### src/srd_pkg.sv
// Shared types and constants for the shift register debouncer.
package srd_pkg;

  localparam int MaxHistory = 31;
  localparam int MinHistory = 3;
  localparam int HistW      = MaxHistory;
  localparam int LenW       = 5;
  localparam int IntervalW  = 20;
  localparam int TimeW      = 32;
  localparam int CfgIdxW    = 2;
  localparam int CfgDataW   = IntervalW;
  localparam int InDataW    = 40;
  localparam int OutDataW   = 8;
  localparam logic [LenW-1:0] HistReset = LenW'(8);

  typedef enum logic [1:0] {
    PhUp       = 2'd0,
    PhDown     = 2'd1,
    PhPushed   = 2'd2,
    PhReleased = 2'd3
  } phase_e;

  typedef enum logic [1:0] {
    ReqPoll  = 2'd0,
    ReqRead  = 2'd1,
    ReqStart = 2'd2
  } req_e;

  typedef enum logic [CfgIdxW-1:0] {
    CfgInterval = 2'd0,
    CfgHistory  = 2'd1,
    CfgInvert   = 2'd2
  } cfg_idx_e;

  typedef struct packed {
    logic [IntervalW-1:0] interval;
    logic [LenW-1:0]      hist_bits;
    logic                 invert;
  } cfg_t;

  typedef struct packed {
    logic [HistW-1:0] history;
    logic [TimeW-1:0] last_time;
    phase_e           phase;
    logic             pending;
    logic             running;
  } state_t;

  typedef struct packed {
    logic [1:0]       req;
    logic             pin;
    logic [TimeW-1:0] now;
  } item_t;

  typedef struct packed {
    logic   available;
    logic   level;
    phase_e phase;
  } result_t;

endpackage

### src/srd_core.sv
// Next-state and result logic for one debouncer item.
module srd_core (
  input  srd_pkg::cfg_t    cfg_i,
  input  srd_pkg::state_t  state_i,
  input  srd_pkg::item_t   item_i,
  output srd_pkg::state_t  state_o,
  output srd_pkg::result_t result_o
);

  logic [srd_pkg::LenW-1:0]  len;
  logic [31:0]               mask32;
  logic [31:0]               push32;
  logic [31:0]               rel32;
  logic [srd_pkg::HistW-1:0] mask;
  logic [srd_pkg::HistW-1:0] push_pat;
  logic [srd_pkg::HistW-1:0] rel_pat;
  logic [srd_pkg::HistW-1:0] shifted;
  logic [srd_pkg::TimeW-1:0] since;
  logic                      sample_bit;
  logic                      level;

  always_comb begin
    if (cfg_i.hist_bits < srd_pkg::LenW'(srd_pkg::MinHistory)) begin
      len = srd_pkg::LenW'(srd_pkg::MinHistory);
    end else if (cfg_i.hist_bits > srd_pkg::LenW'(srd_pkg::MaxHistory)) begin
      len = srd_pkg::LenW'(srd_pkg::MaxHistory);
    end else begin
      len = cfg_i.hist_bits;
    end
  end

  assign mask32     = (32'd1 << len) - 32'd1;
  assign push32     = 32'd1 << (len - srd_pkg::LenW'(1));
  assign rel32      = push32 - 32'd1;
  assign mask       = mask32[srd_pkg::HistW-1:0];
  assign push_pat   = push32[srd_pkg::HistW-1:0];
  assign rel_pat    = rel32[srd_pkg::HistW-1:0];
  assign sample_bit = ~item_i.pin ^ cfg_i.invert;
  assign shifted    = {state_i.history[srd_pkg::HistW-2:0], sample_bit} & mask;
  assign since      = item_i.now - srd_pkg::TimeW'(cfg_i.interval);

  always_comb begin
    state_o = state_i;
    level   = 1'b0;
    case (srd_pkg::req_e'(item_i.req))
      srd_pkg::ReqStart: begin
        state_o.running = 1'b1;
        if (item_i.pin) begin
          state_o.phase   = srd_pkg::PhDown;
          state_o.history = rel_pat;
        end else begin
          state_o.phase   = srd_pkg::PhUp;
          state_o.history = push_pat;
        end
      end
      srd_pkg::ReqPoll: begin
        if (state_i.running &&
            ((cfg_i.interval == '0) || (since > state_i.last_time))) begin
          if (cfg_i.interval != '0) begin
            state_o.last_time = item_i.now;
          end
          state_o.history = shifted;
          if (shifted == rel_pat) begin
            state_o.phase   = srd_pkg::PhReleased;
            state_o.pending = 1'b1;
          end else if (shifted == push_pat) begin
            state_o.phase   = srd_pkg::PhPushed;
            state_o.pending = 1'b1;
          end
        end
      end
      srd_pkg::ReqRead: begin
        state_o.pending = 1'b0;
        if (state_i.phase == srd_pkg::PhReleased) begin
          state_o.phase = srd_pkg::PhUp;
        end else if (state_i.phase == srd_pkg::PhPushed) begin
          state_o.phase = srd_pkg::PhDown;
        end
        level = (state_o.phase != srd_pkg::PhDown);
      end
      default: ;
    endcase
  end

  assign result_o.available = state_o.pending;
  assign result_o.level     = level;
  assign result_o.phase     = state_o.phase;

endmodule

### src/shift_register_debouncer_top.sv
// Top level of the shift register button debouncer.
//
// Items enter on the s_axis channel: tuser carries the request kind (poll,
// read and acknowledge, start), tdata the pin level and a microsecond
// timestamp. Each item yields exactly one result item on m_axis with the
// pending-event flag, the read level and the button phase.
// Registers are written through the cfg channel, always ready; the user must
// write them only while the block is idle, which the block does not enforce.
// An accepted item waits in the input register, where the shift, pattern
// compare and timer check are evaluated and the state updated as it moves
// to the output register; throughput is one item per cycle unless the
// receiver stalls. A stalled receiver holds the output register; the
// input register still takes one more item, then s_axis_tready drops.
// Reset clears the state (running off, phase up, history zero) and the
// registers to interval 0, history length 8, no inversion.
module shift_register_debouncer_top (
  input  logic                         clk_i,
  input  logic                         rst_ni,
  input  logic                         s_axis_tvalid,
  output logic                         s_axis_tready,
  // [0] pin_level, [32:1] now_us, [39:33] zero
  input  logic [srd_pkg::InDataW-1:0]  s_axis_tdata,
  // [1:0] req_type
  input  logic [1:0]                   s_axis_tuser,
  output logic                         m_axis_tvalid,
  input  logic                         m_axis_tready,
  // [0] available, [1] level, [3:2] button_phase, [7:4] zero
  output logic [srd_pkg::OutDataW-1:0] m_axis_tdata,
  input  logic                         cfg_valid_i,
  output logic                         cfg_ready_o,
  input  logic [srd_pkg::CfgIdxW-1:0]  cfg_index_i,
  input  logic [srd_pkg::CfgDataW-1:0] cfg_data_i
);

  srd_pkg::cfg_t    cfg_q;
  srd_pkg::state_t  state_q, state_d;
  srd_pkg::item_t   item_q;
  srd_pkg::result_t res_q, res_d;
  logic             in_valid_q;
  logic             out_valid_q;
  logic             advance;

  assign advance       = in_valid_q && (!out_valid_q || m_axis_tready);
  assign s_axis_tready = !in_valid_q || advance;
  assign cfg_ready_o   = 1'b1;

  srd_core u_core (
    .cfg_i   (cfg_q),
    .state_i (state_q),
    .item_i  (item_q),
    .state_o (state_d),
    .result_o(res_d)
  );

  always_ff @(posedge clk_i or negedge rst_ni) begin
    if (!rst_ni) begin
      cfg_q.interval  <= '0;
      cfg_q.hist_bits <= srd_pkg::HistReset;
      cfg_q.invert    <= 1'b0;
    end else if (cfg_valid_i) begin
      unique case (srd_pkg::cfg_idx_e'(cfg_index_i))
        srd_pkg::CfgInterval: cfg_q.interval  <= cfg_data_i;
        srd_pkg::CfgHistory:  cfg_q.hist_bits <= cfg_data_i[srd_pkg::LenW-1:0];
        srd_pkg::CfgInvert:   cfg_q.invert    <= cfg_data_i[0];
        default: ;
      endcase
    end
  end

  always_ff @(posedge clk_i or negedge rst_ni) begin
    if (!rst_ni) begin
      state_q     <= '0;
      in_valid_q  <= 1'b0;
      out_valid_q <= 1'b0;
    end else begin
      if (advance) begin
        state_q <= state_d;
      end
      if (s_axis_tready) begin
        in_valid_q <= s_axis_tvalid;
      end
      if (advance) begin
        out_valid_q <= 1'b1;
      end else if (m_axis_tready) begin
        out_valid_q <= 1'b0;
      end
    end
  end

  always_ff @(posedge clk_i) begin
    if (s_axis_tvalid && s_axis_tready) begin
      item_q.req <= s_axis_tuser;
      item_q.pin <= s_axis_tdata[0];
      item_q.now <= s_axis_tdata[srd_pkg::TimeW:1];
    end
    if (advance) begin
      res_q <= res_d;
    end
  end

  assign m_axis_tvalid = out_valid_q;
  assign m_axis_tdata  = {4'b0, res_q.phase, res_q.level, res_q.available};

endmodule
### config.mk
export PLATFORM = sky130hd
export DESIGN_NAME = shift_register_debouncer_top
export DESIGN_NICKNAME = d
export VERILOG_FILES = /design/src/srd_pkg.sv /design/src/srd_core.sv /design/src/shift_register_debouncer_top.sv
export SDC_FILE = /design/constraint.sdc
export NUM_CORES = 1
export LEC_CHECK = 0
export BUFFER_PORTS_ARGS = -buffer_cell sky130_fd_sc_hd__buf_2
export CAP_MARGIN = 25
export CORE_ASPECT_RATIO = 0.9
export CORE_MARGIN = 2
export CORE_UTILIZATION = 45
export DETAILED_ROUTE_END_ITERATION = 10
export PLACE_DENSITY = 0.68
export SYNTH_ARGS = -nofsm -noshare
export SYNTH_HDL_FRONTEND = slang
export SYNTH_SLANG_ARGS = --single-unit
### constraint.sdc
create_clock -name clk_i -period 7.08 [get_ports clk_i]
set_clock_uncertainty 0.2 [all_clocks]
set_input_delay 0 -clock clk_i [delete_from_list [all_inputs] [get_ports clk_i]]
set_output_delay 0 -clock clk_i [all_outputs]
set_load 0.05 [all_outputs]
==> results_dict.tcl, run 1 <==
set metrics [dict create \
    cts_tree "yes" \
    final.period_utilization_pct 89.5 \
    share_comb_of_total_power_pct 41.7 \
    rrSetupSlack_ns 0.74 \
    postSynthRegisterBits 133 \
    timing.critical_path.to_type "flop" \
    async_set_or_reset_register_ratio_after_synthesis_pct 70.7 \
    grt_use_total_pct 27.0 \
    tightest_slew_ns 0.896 \
    drt_drc_violations_left 0 \
    grt_first_pass_wirelength_um 49100 \
    rsz0062_at_grt "no" \
    maximum_clock_path_buffer_count 2 \
    power.net_switching_mw 1.36 \
    clock-root-buffer "sky130_fd_sc_hd__clkbuf_16" \
    cp.arrival_ns 6.45 \
    insertion_delay_ns 0.43 \
    synth.lib_cells_used.distinct 86 \
    final-setup-viol-count 0 \
    final_max_slew_violation_count 0 \
    clkPwrFrac_pct 24.5 \
    first_global_vias 9254 \
    min_path_type "in -> async" \
    drt-vias-per-instance 6.04 \
    overflow 0 \
    design.die.area_um2 23100 \
    timing.critical_path.required_ns 7.19 \
    seq_power_share_pct 33.8 \
    floorplan.rows 51 \
    post_cts.resized_instances 0 \
    worst-r2r-cell-count 21 \
    sum_of_negative_setup_slack_ns 0 \
    antenna_found_initial 0 \
    detailedPlacementHpwl_um 19400 \
    synth_edf_count 39 \
    synth.cell_area_um2 9850 \
    crit_path_start_kind "flop" \
    drt_pre_antenna_iters 6 \
    power-per-cell-area_nw_per_um2 288 \
    leakagePower_nw 4.83 \
    drtIter0Drc 975 \
    postSynthCellCount 1104 \
    drv.max_cap_violation_count 0 \
    route.antenna.remaining_nets 0 \
    crit_path_max_fanout 25 \
    drive_above_1_share_pct 14.9 \
    portBuffers 67 \
    routed_wl_um 30200 \
    areaGrowthSynthToFinish_pct 21.1 \
    initial_core_util_pct 45.7 \
    finalInstanceArea_um2 11900 \
    hold_violations 0 \
    wl_per_cell_um 19.6 \
    routability_congestion_estimate_from_global_placement 0.981 \
    postSynth.topFlopCell "sky130_fd_sc_hd__dfrtp_1" \
    io_pins 80 \
    n_fill_cell 1952 \
    finalWorstPathRequiredPeriod_ns 6.34 \
    regToRegEndpoint "state_q[27]" \
    ys.warnings.count 0 \
    grt_start_max_net_pins 62 \
    worst_path_clk_slew_ns 0.07 \
    maxSlewHeadroom_pct 38.7 \
    tritoncts_num_sinks 133 \
    avgSynthCellArea_um2 8.92 \
    cts_inserted_buffers 17 \
    die_width_um 160 \
    crit_start "cfg_q[6]" \
    vdd_ir_drop_max_v 0.000156 \
    timing.setup.critical_path_class "reg -> reg" \
    num-nets-final 1358 \
    p_sw_share_pct 39.6 \
    dr_total_vias 9285 \
    critical_path.endpoint "state_q[27]" \
    h-tree-depth 4 \
    cellInternalPower_mw 2.07 \
    design.core.area_um2 21600 \
    startpoint_of_the_most_critical_register_to_register_path "cfg_q[6]" \
    max_freq_ghz 0.158 \
    n_antenna_cell 0 \
    seq_area_frac_synth_pct 35.8 \
    die_y_um 144 \
    placed_cell_area_um2 10400 \
    run_status "finished, final reports clean" \
]
-- state kept, by name, indices dropped and copies added, names as in the netlist --
register       count
state_q           66
item_q            35
cfg_q             26
m_axis_tdata       4
in_valid_q         1
m_axis_tvalid      1
-- cells by family after synthesis --
| logic type | share of synthesized area, % |
|---|---|
| AO/OA/AOI/OAI | 22.4 |
| XOR/XNOR | 4.09 |
| adder cells (fa/ha/maj) | 7.42 |
| buffers and inverters | 6.16 |
| flip-flops | 35.8 |
| multiplexers | 6.30 |
| other | 0.0762 |
| AND/OR/NAND/NOR | 17.8 |
-- power groups by stage --
stage / Clock, mW / Combinational (mW) / Sequential, mW
final: 0.840 / 1.43 / 1.16
after global routing: 0.882 / 1.60 / 1.19
after CTS: 0.845 / 1.39 / 1.15
after detailed placement: 0 / 1.32 / 1.17
after global placement: 0 / 1.30 / 1.16
after floorplan: 0 / 1.03 / 1.09
-- critical path, stage by stage (launching register included) --
cell and delay [ns]:
sky130_fd_sc_hd__dfrtp_1 0.40, sky130_fd_sc_hd__ha_1 0.21, sky130_fd_sc_hd__inv_1 0.06, sky130_fd_sc_hd__fa_1 0.43, sky130_fd_sc_hd__a211oi_1 0.30, sky130_fd_sc_hd__o21ba_2 0.21, sky130_fd_sc_hd__o21ai_0 0.23, sky130_fd_sc_hd__a21oi_1 0.35
sky130_fd_sc_hd__a211oi_1 0.12, sky130_fd_sc_hd__nor2b_1 0.39, sky130_fd_sc_hd__nand2_1 0.13, sky130_fd_sc_hd__xnor2_1 0.17, sky130_fd_sc_hd__ha_1 0.30, sky130_fd_sc_hd__nand4_1 0.13, sky130_fd_sc_hd__or3_1 0.42, sky130_fd_sc_hd__a21oi_1 0.14
sky130_fd_sc_hd__o41ai_1 0.15, sky130_fd_sc_hd__a21oi_2 0.34, sky130_fd_sc_hd__nand2_1 0.39, sky130_fd_sc_hd__nor3_4 0.54, sky130_fd_sc_hd__buf_12 0.27, sky130_fd_sc_hd__mux2_2 0.36
-- synthesized netlist by cell type (all sizes together) (18+ instances only) --
library cell,instances,share of area (%)
a211oi,18,1.4
a21oi,54,2.8
buf,32,1.7
clkbuf,46,1.8
dfrtp,93,24
edfxtp,39,12
ha,56,7.1
inv,70,2.7
mux2,48,5.5
nand2,111,4.2
nand2b,20,1.3
nand3,23,1.2
nor2,53,2.0
o21ai,82,4.2
xnor2,35,3.1
-- routing by layer --
metal  routed length [um]  track usage [%]  share of wire (%)  vias up
met5                    0                0                  0        -
met4                  745             9.25                2.5        0
met3                 2510             6.57                8.3       69
met2                14100             44.7                 47      442
met1                12800             34.8                 43     4443
li1                     -                -                  -     4331
-- worst min path at each step --
stage	startpoint	endpoint
2_1_floorplan	rst_ni	cfg_q[0]
6_report	rst_ni	state_q[42]
4_1_cts	rst_ni	state_q[45]
5_1_grt	s_axis_tdata[14]	item_q[13]
3_5_place_dp	rst_ni	state_q[60]
3_3_place_gp	rst_ni	cfg_q[12]
-- metrics by stage --
stage	worst slack, ns	power [mW]	std cells	hold WS (ns)	utilization (%)
2_1_floorplan	2.02	2.12	1111	-0.496	-
5_1_grt	0.413	3.66	1536	0.0715	55.3
4_1_cts	0.744	3.39	1536	0.0672	55.3
6_report	0.742	3.43	1536	0.0255	55.3
3_3_place_gp	0.889	2.46	1408	-0.0460	48.3
3_5_place_dp	0.830	2.49	1408	-0.0273	48.3
-- layout by cell type (no fill, tap or decap), drive strengths merged, types with 17 or more instances in the layout --
cell type / count
a211oi: 18
a21oi: 54
buf: 84
clkbuf: 21
dfrtp: 93
dlygate4sd3: 96
edfxtp: 39
ha: 56
inv: 72
mux2: 48
nand2: 111
nand2b: 20
nand3: 23
nor2: 53
nor2b: 17
nor3: 17
o21ai: 82
xnor2: 35
-- cell type report --
class / instances / area (um^2) / share of cell area (%)
Clock buffer: 21 / 440 / 3.69
Clock inverter: 11 / 103 / 0.860
Inverter: 72 / 270 / 2.27
Multi-Input combinational cell: 828 / 5770 / 48.4
Sequential cell: 133 / 3530 / 29.6
Tap cell: 291 / 364 / 3.05
Timing Repair Buffer: 180 / 1450 / 12.2
-- what timing repair did --
| action | 4_1_cts | 5_1_grt |
|---|---|---|
| hold buffers | 96 | 0 |
| endpoints found under the hold margin | 123 | 0 |
| setup buffers | 0 | 0 |
(Power assumes the default switching activity.)
==> run 2, diff against run 1 <==
--- a/config.mk
+++ b/config.mk
@@ -11,6 +11,7 @@
 export CORE_MARGIN = 2
 export CORE_UTILIZATION = 45
 export DETAILED_ROUTE_END_ITERATION = 10
+export GPL_TIMING_DRIVEN = 0
 export PLACE_DENSITY = 0.68
 export SYNTH_ARGS = -nofsm -noshare
 export SYNTH_HDL_FRONTEND = slang
==> constraint.sdc (replaced) <==
create_clock -name clk_i -period 6.6 [get_ports clk_i]
set_clock_uncertainty 0.2 [all_clocks]
set_input_delay 0 -clock clk_i [delete_from_list [all_inputs] [get_ports clk_i]]
set_output_delay 0 -clock clk_i [all_outputs]
set_load 0.05 [all_outputs]
==> results_dict.tcl, run 2 (synthesis results as in run 1) <==
set metrics [dict create \
    run_status "finished, final reports clean" \
    cts_inserted_buffers 17 \
    first_global_vias 9791 \
    maximum_clock_path_buffer_count 2 \
    largest_reg_flops 66 \
    grt_use_total_pct 35.4 \
    tritoncts_num_sinks 133 \
    fin_util_pct 55.7 \
    maxSlewHeadroom_pct 33.8 \
    power-per-cell-area_nw_per_um2 333 \
    registers.top_by_ff_count "state_q" \
    share_comb_of_total_power_pct 43.4 \
    clock-root-buffer "sky130_fd_sc_hd__clkbuf_16" \
    clkPwrFrac_pct 26.2 \
    place_inst 1471 \
    finalInstanceArea_um2 12000 \
    crit_path_start_kind "flop" \
    final.period_utilization_pct 95.4 \
    cts_tree "yes" \
    drt_pre_antenna_iters 6 \
    post_route_non_filler_standard_cell_count 1578 \
    areaGrowthSynthToFinish_pct 21.9 \
    h-tree-depth 4 \
    cp.arrival_ns 6.45 \
    grt_first_pass_wirelength_um 60500 \
    hold_violations 0 \
    drt-vias-per-instance 6.31 \
    die_width_um 160 \
    die_y_um 144 \
    insertion_delay_ns 0.44 \
    n_antenna_cell 0 \
    detailedPlacementHpwl_um 28600 \
    drt_drc_violations_left 0 \
    leakagePower_nw 4.93 \
    final_max_slew_violation_count 0 \
    wl_per_cell_um 25.4 \
    drtIter0Drc 1127 \
    floorplan.rows 51 \
    timing.critical_path.required_ns 6.75 \
    num-nets-final 1400 \
    worst_path_clk_slew_ns 0.07 \
    initial_core_util_pct 45.7 \
    drv.max_cap_violation_count 0 \
    power.net_switching_mw 1.67 \
    final_common_cell "sky130_fd_sc_hd__nand2_1" \
    p_sw_share_pct 41.7 \
    placed_cell_area_um2 10600 \
    tightest_slew_ns 0.986 \
    routed_wl_um 40000 \
    finalWorstSetupSlack_ns 0.301 \
    timing.setup.critical_path_class "reg -> reg" \
    io_pins 80 \
    n_fill_cell 1989 \
    timing.critical_path.to_type "flop" \
    route.antenna.remaining_nets 0 \
    finalWorstPathRequiredPeriod_ns 6.30 \
    max_freq_ghz 0.159 \
    overflow 0 \
    seq_power_share_pct 30.4 \
    dr_total_vias 9953 \
    grt_start_max_net_pins 64 \
    vdd_ir_drop_max_v 0.000202 \
    drive_above_1_share_pct 16.1 \
    crit_path_max_fanout 10 \
    layout.cells.most_common_list "sky130_fd_sc_hd__nand2_1 (110), sky130_fd_sc_hd__dfrtp_1 (93), sky130_fd_sc_hd__buf_2 (84), sky130_fd_sc_hd__o21ai_0 (80), sky130_fd_sc_hd__dlygate4sd3_1 (71)" \
    cellInternalPower_mw 2.33 \
    biggestRegsByFlops "state_q: 66 flops, item_q: 35 flops, cfg_q: 26 flops" \
    min_path_type "in -> reg" \
    finalPower_mw 3.99 \
    design.core.area_um2 21600 \
    routability_congestion_estimate_from_global_placement 1.04 \
    preCtsSetupSlack_ns -0.360 \
    final-setup-viol-count 0 \
    design.die.area_um2 23100 \
    portBuffers 67 \
    antenna_found_initial 2 \
]
## run 2: final cells by class
cell class	count	area, um^2	area share, %
multi-input combinational	828	5760	48.0
sequential	133	3520	29.4
timing repair buffer	144	1120	9.36
clock buffer	18	429	3.57
tap	291	364	3.03
buffer	78	343	2.86
inverter	72	270	2.25
clock inverter	14	186	1.55
## run 2: power groups by stage
stage                     Sequential [mW]  Clock [mW]  Combinational (mW)
final                                1.21        1.05                1.73
after global routing                 1.24        1.08                1.88
after CTS                            1.21        1.05                1.66
after detailed placement             1.22           0                1.58
after global placement               1.22           0                1.58
after floorplan                      1.17           0                1.11
## run 2: critical path, cell delays in order (launching register included)
cell                        delay (ns)
sky130_fd_sc_hd__dfrtp_1          0.42
sky130_fd_sc_hd__ha_1             0.22
sky130_fd_sc_hd__inv_1            0.07
sky130_fd_sc_hd__fa_1             0.45
sky130_fd_sc_hd__a211oi_1         0.29
sky130_fd_sc_hd__o21ba_2          0.23
sky130_fd_sc_hd__o21ai_0          0.29
sky130_fd_sc_hd__a21oi_1          0.33
sky130_fd_sc_hd__a211oi_1         0.14
sky130_fd_sc_hd__nor2b_2          0.36
sky130_fd_sc_hd__nand3b_1         0.15
sky130_fd_sc_hd__xnor2_1          0.16
sky130_fd_sc_hd__ha_1             0.18
sky130_fd_sc_hd__a211oi_1         0.28
sky130_fd_sc_hd__o21a_1           0.17
sky130_fd_sc_hd__o21ai_0          0.10
sky130_fd_sc_hd__a2111oi_1        0.61
sky130_fd_sc_hd__a21oi_2          0.19
sky130_fd_sc_hd__buf_4            0.19
sky130_fd_sc_hd__o21ai_2          0.44
sky130_fd_sc_hd__clkbuf_2         0.45
sky130_fd_sc_hd__a221oi_1         0.11
sky130_fd_sc_hd__a21oi_1          0.19
## run 2: routing by layer
layer	share of wire (%)	GRT usage (%)
met2	43	54.4
met4	4.9	17.1
met5	0	0
met3	10	8.75
met1	42	47.1
## run 2: worst paths after layout
kind / startpoint / endpoint / slack (ns) / cells past startpoint
worst min-delay path: s_axis_tdata[13] / item_q[12] / 0.07 / 2
worst min register to register: state_q[36] / state_q[36] / 0.27 / 2
max in group asynchronous: rst_ni / state_q[48] / 5.39 / 4
min in group asynchronous: rst_ni / cfg_q[4] / 0.45 / 3
worst max register to register: cfg_q[6] / state_q[50] / 0.30 / 22
worst max-delay path: cfg_q[6] / state_q[50] / 0.30 / 22
## run 2: repair_timing
item,CTS,global route
gates resized for setup,6,7
pin swaps,1,0
setup endpoints to repair,58,58
hold buffers,72,0
buffers inserted,3,0
endpoints found under the hold margin,157,0
## run 2: stage by stage
step           setup TNS [ns]  hold WS [ns]
2_1_floorplan               0        -0.496
3_3_place_gp           -12.83       -0.0241
3_5_place_dp           -14.11        -0.206
4_1_cts                     0        0.0636
5_1_grt              -0.00258        0.0784
6_report                    0        0.0680
==> run 3, diff against run 2 <==
--- a/config.mk
+++ b/config.mk
@@ -5,14 +5,14 @@
 export SDC_FILE = /design/constraint.sdc
 export NUM_CORES = 1
 export LEC_CHECK = 0
-export BUFFER_PORTS_ARGS = -buffer_cell sky130_fd_sc_hd__buf_2
 export CAP_MARGIN = 25
 export CORE_ASPECT_RATIO = 0.9
 export CORE_MARGIN = 2
 export CORE_UTILIZATION = 45
 export DETAILED_ROUTE_END_ITERATION = 10
+export DONT_BUFFER_PORTS = 1
 export GPL_TIMING_DRIVEN = 0
-export PLACE_DENSITY = 0.68
+export PLACE_DENSITY = 0.65
 export SYNTH_ARGS = -nofsm -noshare
 export SYNTH_HDL_FRONTEND = slang
 export SYNTH_SLANG_ARGS = --single-unit
==> constraint.sdc (replaced) <==
create_clock -name clk_i -period 7.6 [get_ports clk_i]
set_clock_uncertainty 0.2 [all_clocks]
set_input_delay 0 -clock clk_i [delete_from_list [all_inputs] [get_ports clk_i]]
set_output_delay 0 -clock clk_i [all_outputs]
set_load 0.05 [all_outputs]
==> results_dict.tcl, run 3 (synthesis results as in run 1) <==
set metrics [dict create \
    drt-vias-per-instance 6.42 \
    routability_congestion_estimate_from_global_placement 1.04 \
    maximum_clock_path_buffer_count 2 \
    cts_inserted_buffers 17 \
    insertion_delay_ns 0.43 \
    worst_path_clk_slew_ns 0.07 \
    registers.top_by_ff_count "state_q" \
    hold_violations 0 \
    portBuffers 0 \
    post_route_non_filler_standard_cell_count 1558 \
    wl_per_cell_um 26.4 \
    drv.max_cap_violation_count 0 \
    finalPower_mw 3.48 \
    dr_total_vias 10001 \
    grt_first_pass_wirelength_um 61600 \
    grt_use_total_pct 36.1 \
    design.die.area_um2 23100 \
    fin_util_pct 56.3 \
    clock-root-buffer "sky130_fd_sc_hd__clkbuf_16" \
    biggestRegsByFlops "state_q: 66 flops, item_q: 35 flops, cfg_q: 26 flops" \
    detailedPlacementHpwl_um 27800 \
    holdWs_ns 0.00151 \
    n_antenna_cell 0 \
    max_freq_ghz 0.135 \
    finalWorstPathRequiredPeriod_ns 7.38 \
    drt_pre_antenna_iters 5 \
    rsz0062_at_grt "no" \
    h-tree-depth 4 \
    drt_drc_violations_left 0 \
    floorplan.rows 51 \
    run_status "finished, final reports clean" \
    die_width_um 160 \
    crit_path_top_delay_cell "sky130_fd_sc_hd__nor4_1" \
    tritoncts_num_sinks 133 \
    final_common_cell "sky130_fd_sc_hd__dlygate4sd3_1" \
    largest_reg_flops 66 \
    timing.critical_path.required_ns 7.70 \
    areaGrowthSynthToFinish_pct 23.3 \
    final_max_slew_violation_count 0 \
    die_y_um 144 \
    overflow 0 \
    sum_of_negative_setup_slack_ns 0 \
    leakagePower_nw 4.84 \
    timing.critical_path.to_type "flop" \
    num-nets-final 1380 \
    drtIter0Drc 1049 \
    grt_start_max_net_pins 49 \
    route.antenna.remaining_nets 0 \
    max_stage_delay_ns 0.80 \
    antenna_found_initial 1 \
    first_global_vias 9797 \
    critical_path.cell_chain "ha_1 > inv_1 > fa_1 > a211oi_1 > o21ba_2 > o21ai_0 > a31oi_1 > nand2b_1 > xnor2_1 > ha_1 > nand4_1 > nor4_1 > a21boi_0 > o41ai_1 > a21oi_2 > nand2_1 > nor3_2 > buf_2 > mux2_2" \
    crit_start "cfg_q[6]" \
    initial_core_util_pct 45.7 \
    final-setup-viol-count 0 \
    cpMostUsedCell "sky130_fd_sc_hd__ha_1" \
    layout.cells.most_common_list "sky130_fd_sc_hd__dlygate4sd3_1 (122), sky130_fd_sc_hd__nand2_1 (111), sky130_fd_sc_hd__dfrtp_1 (93), sky130_fd_sc_hd__o21ai_0 (80), sky130_fd_sc_hd__inv_1 (70)" \
    io_pins 80 \
    routed_wl_um 41100 \
    maxSlewHeadroom_pct 22.0 \
    timing.hold.worst.start "s_axis_tuser[1]" \
    place_inst 1402 \
    startpoint_of_the_most_critical_register_to_register_path "cfg_q[6]" \
    crit_path_max_fanout 10 \
    design.core.area_um2 21600 \
    drive_above_1_share_pct 10.3 \
    cp.arrival_ns 7.49 \
    power-per-cell-area_nw_per_um2 287 \
    cts_tree "yes" \
    tightest_slew_ns 1.16 \
    timing.setup.critical_path_class "reg -> reg" \
    final.period_utilization_pct 97.2 \
    crit_path_start_kind "flop" \
    min_path_type "in -> reg" \
    vdd_ir_drop_max_v 0.000221 \
]
[run 3: changes by cell type in the layout (fill, tap and decap cells not counted), sizes merged]
cell,change
buf,-71
clkinv,-1
dlygate4sd3,+51
clkinvlp,+1
[run 3: worst max-delay path, delay by kind of cell (launching register included)]
kind                       cells  cell delay (ns)
AOI/OAI and AO/OA              7             2.50
and+or+nand+nor                5             2.19
adders and majority gates      3             0.94
DFF                            1             0.48
buffers and inverters          2             0.47
muxes                          1             0.39
xor gates and xnor gates       1             0.08
[run 3: repair_timing]
| action | in CTS | in global routing |
|---|---|---|
| hold buffers | 124 | 0 |
| endpoints found under the hold margin | 158 | 0 |
| endpoints found under the setup margin | 0 | 26 |
| resized for setup | 0 | 1 |
| setup buffers | 0 | 0 |
[run 3: stage by stage]
| step | worst slack [ns] | cell area, um^2 |
|---|---|---|
| floorplan | 2.54 | 9880 |
| global placement | 0.406 | 10200 |
| detailed placement | 0.455 | 10200 |
| CTS | 0.317 | 12100 |
| global route | 0.0630 | 12100 |
| finish | 0.215 | 12100 |
[run 3: routing by layer]
metal	track usage, %	wire length [um]
met2	58.1	18400
met3	8.17	4320
met1	47.6	16900
met4	14.3	1530
met5	0	0
[run 3: area by class of cell]
type	instances	area, um^2
clock buffers	18	439
fillers	1940	9420
well taps	291	364
plain buffers	78	337
inverters	72	270
clock inverters	14	185
flip-flops and latches	133	3520
repair buffers	124	1280
multi-input cells	828	5750
[run 3: path summary, 6_finish.rpt]
kind / slack (ns) / cells past startpoint / end
max in group asynchronous: 6.20 / 4 / state_q[58]
max: 0.22 / 19 / state_q[10]
min: 0.002 / 1 / item_q[34]
min reg2reg: 0.27 / 2 / state_q[36]
min in group asynchronous: 0.44 / 3 / state_q[44]
max reg2reg: 0.22 / 19 / state_q[10]
[run 3: report_power, final]
group	leakage [nW]	total, mW	internal [mW]	switching, mW
Combinational	2.99	1.49	0.580	0.914
Clock	0.303	0.923	0.537	0.386
Sequential	1.54	1.07	0.910	0.155
Total	4.84	3.48	2.03	1.46
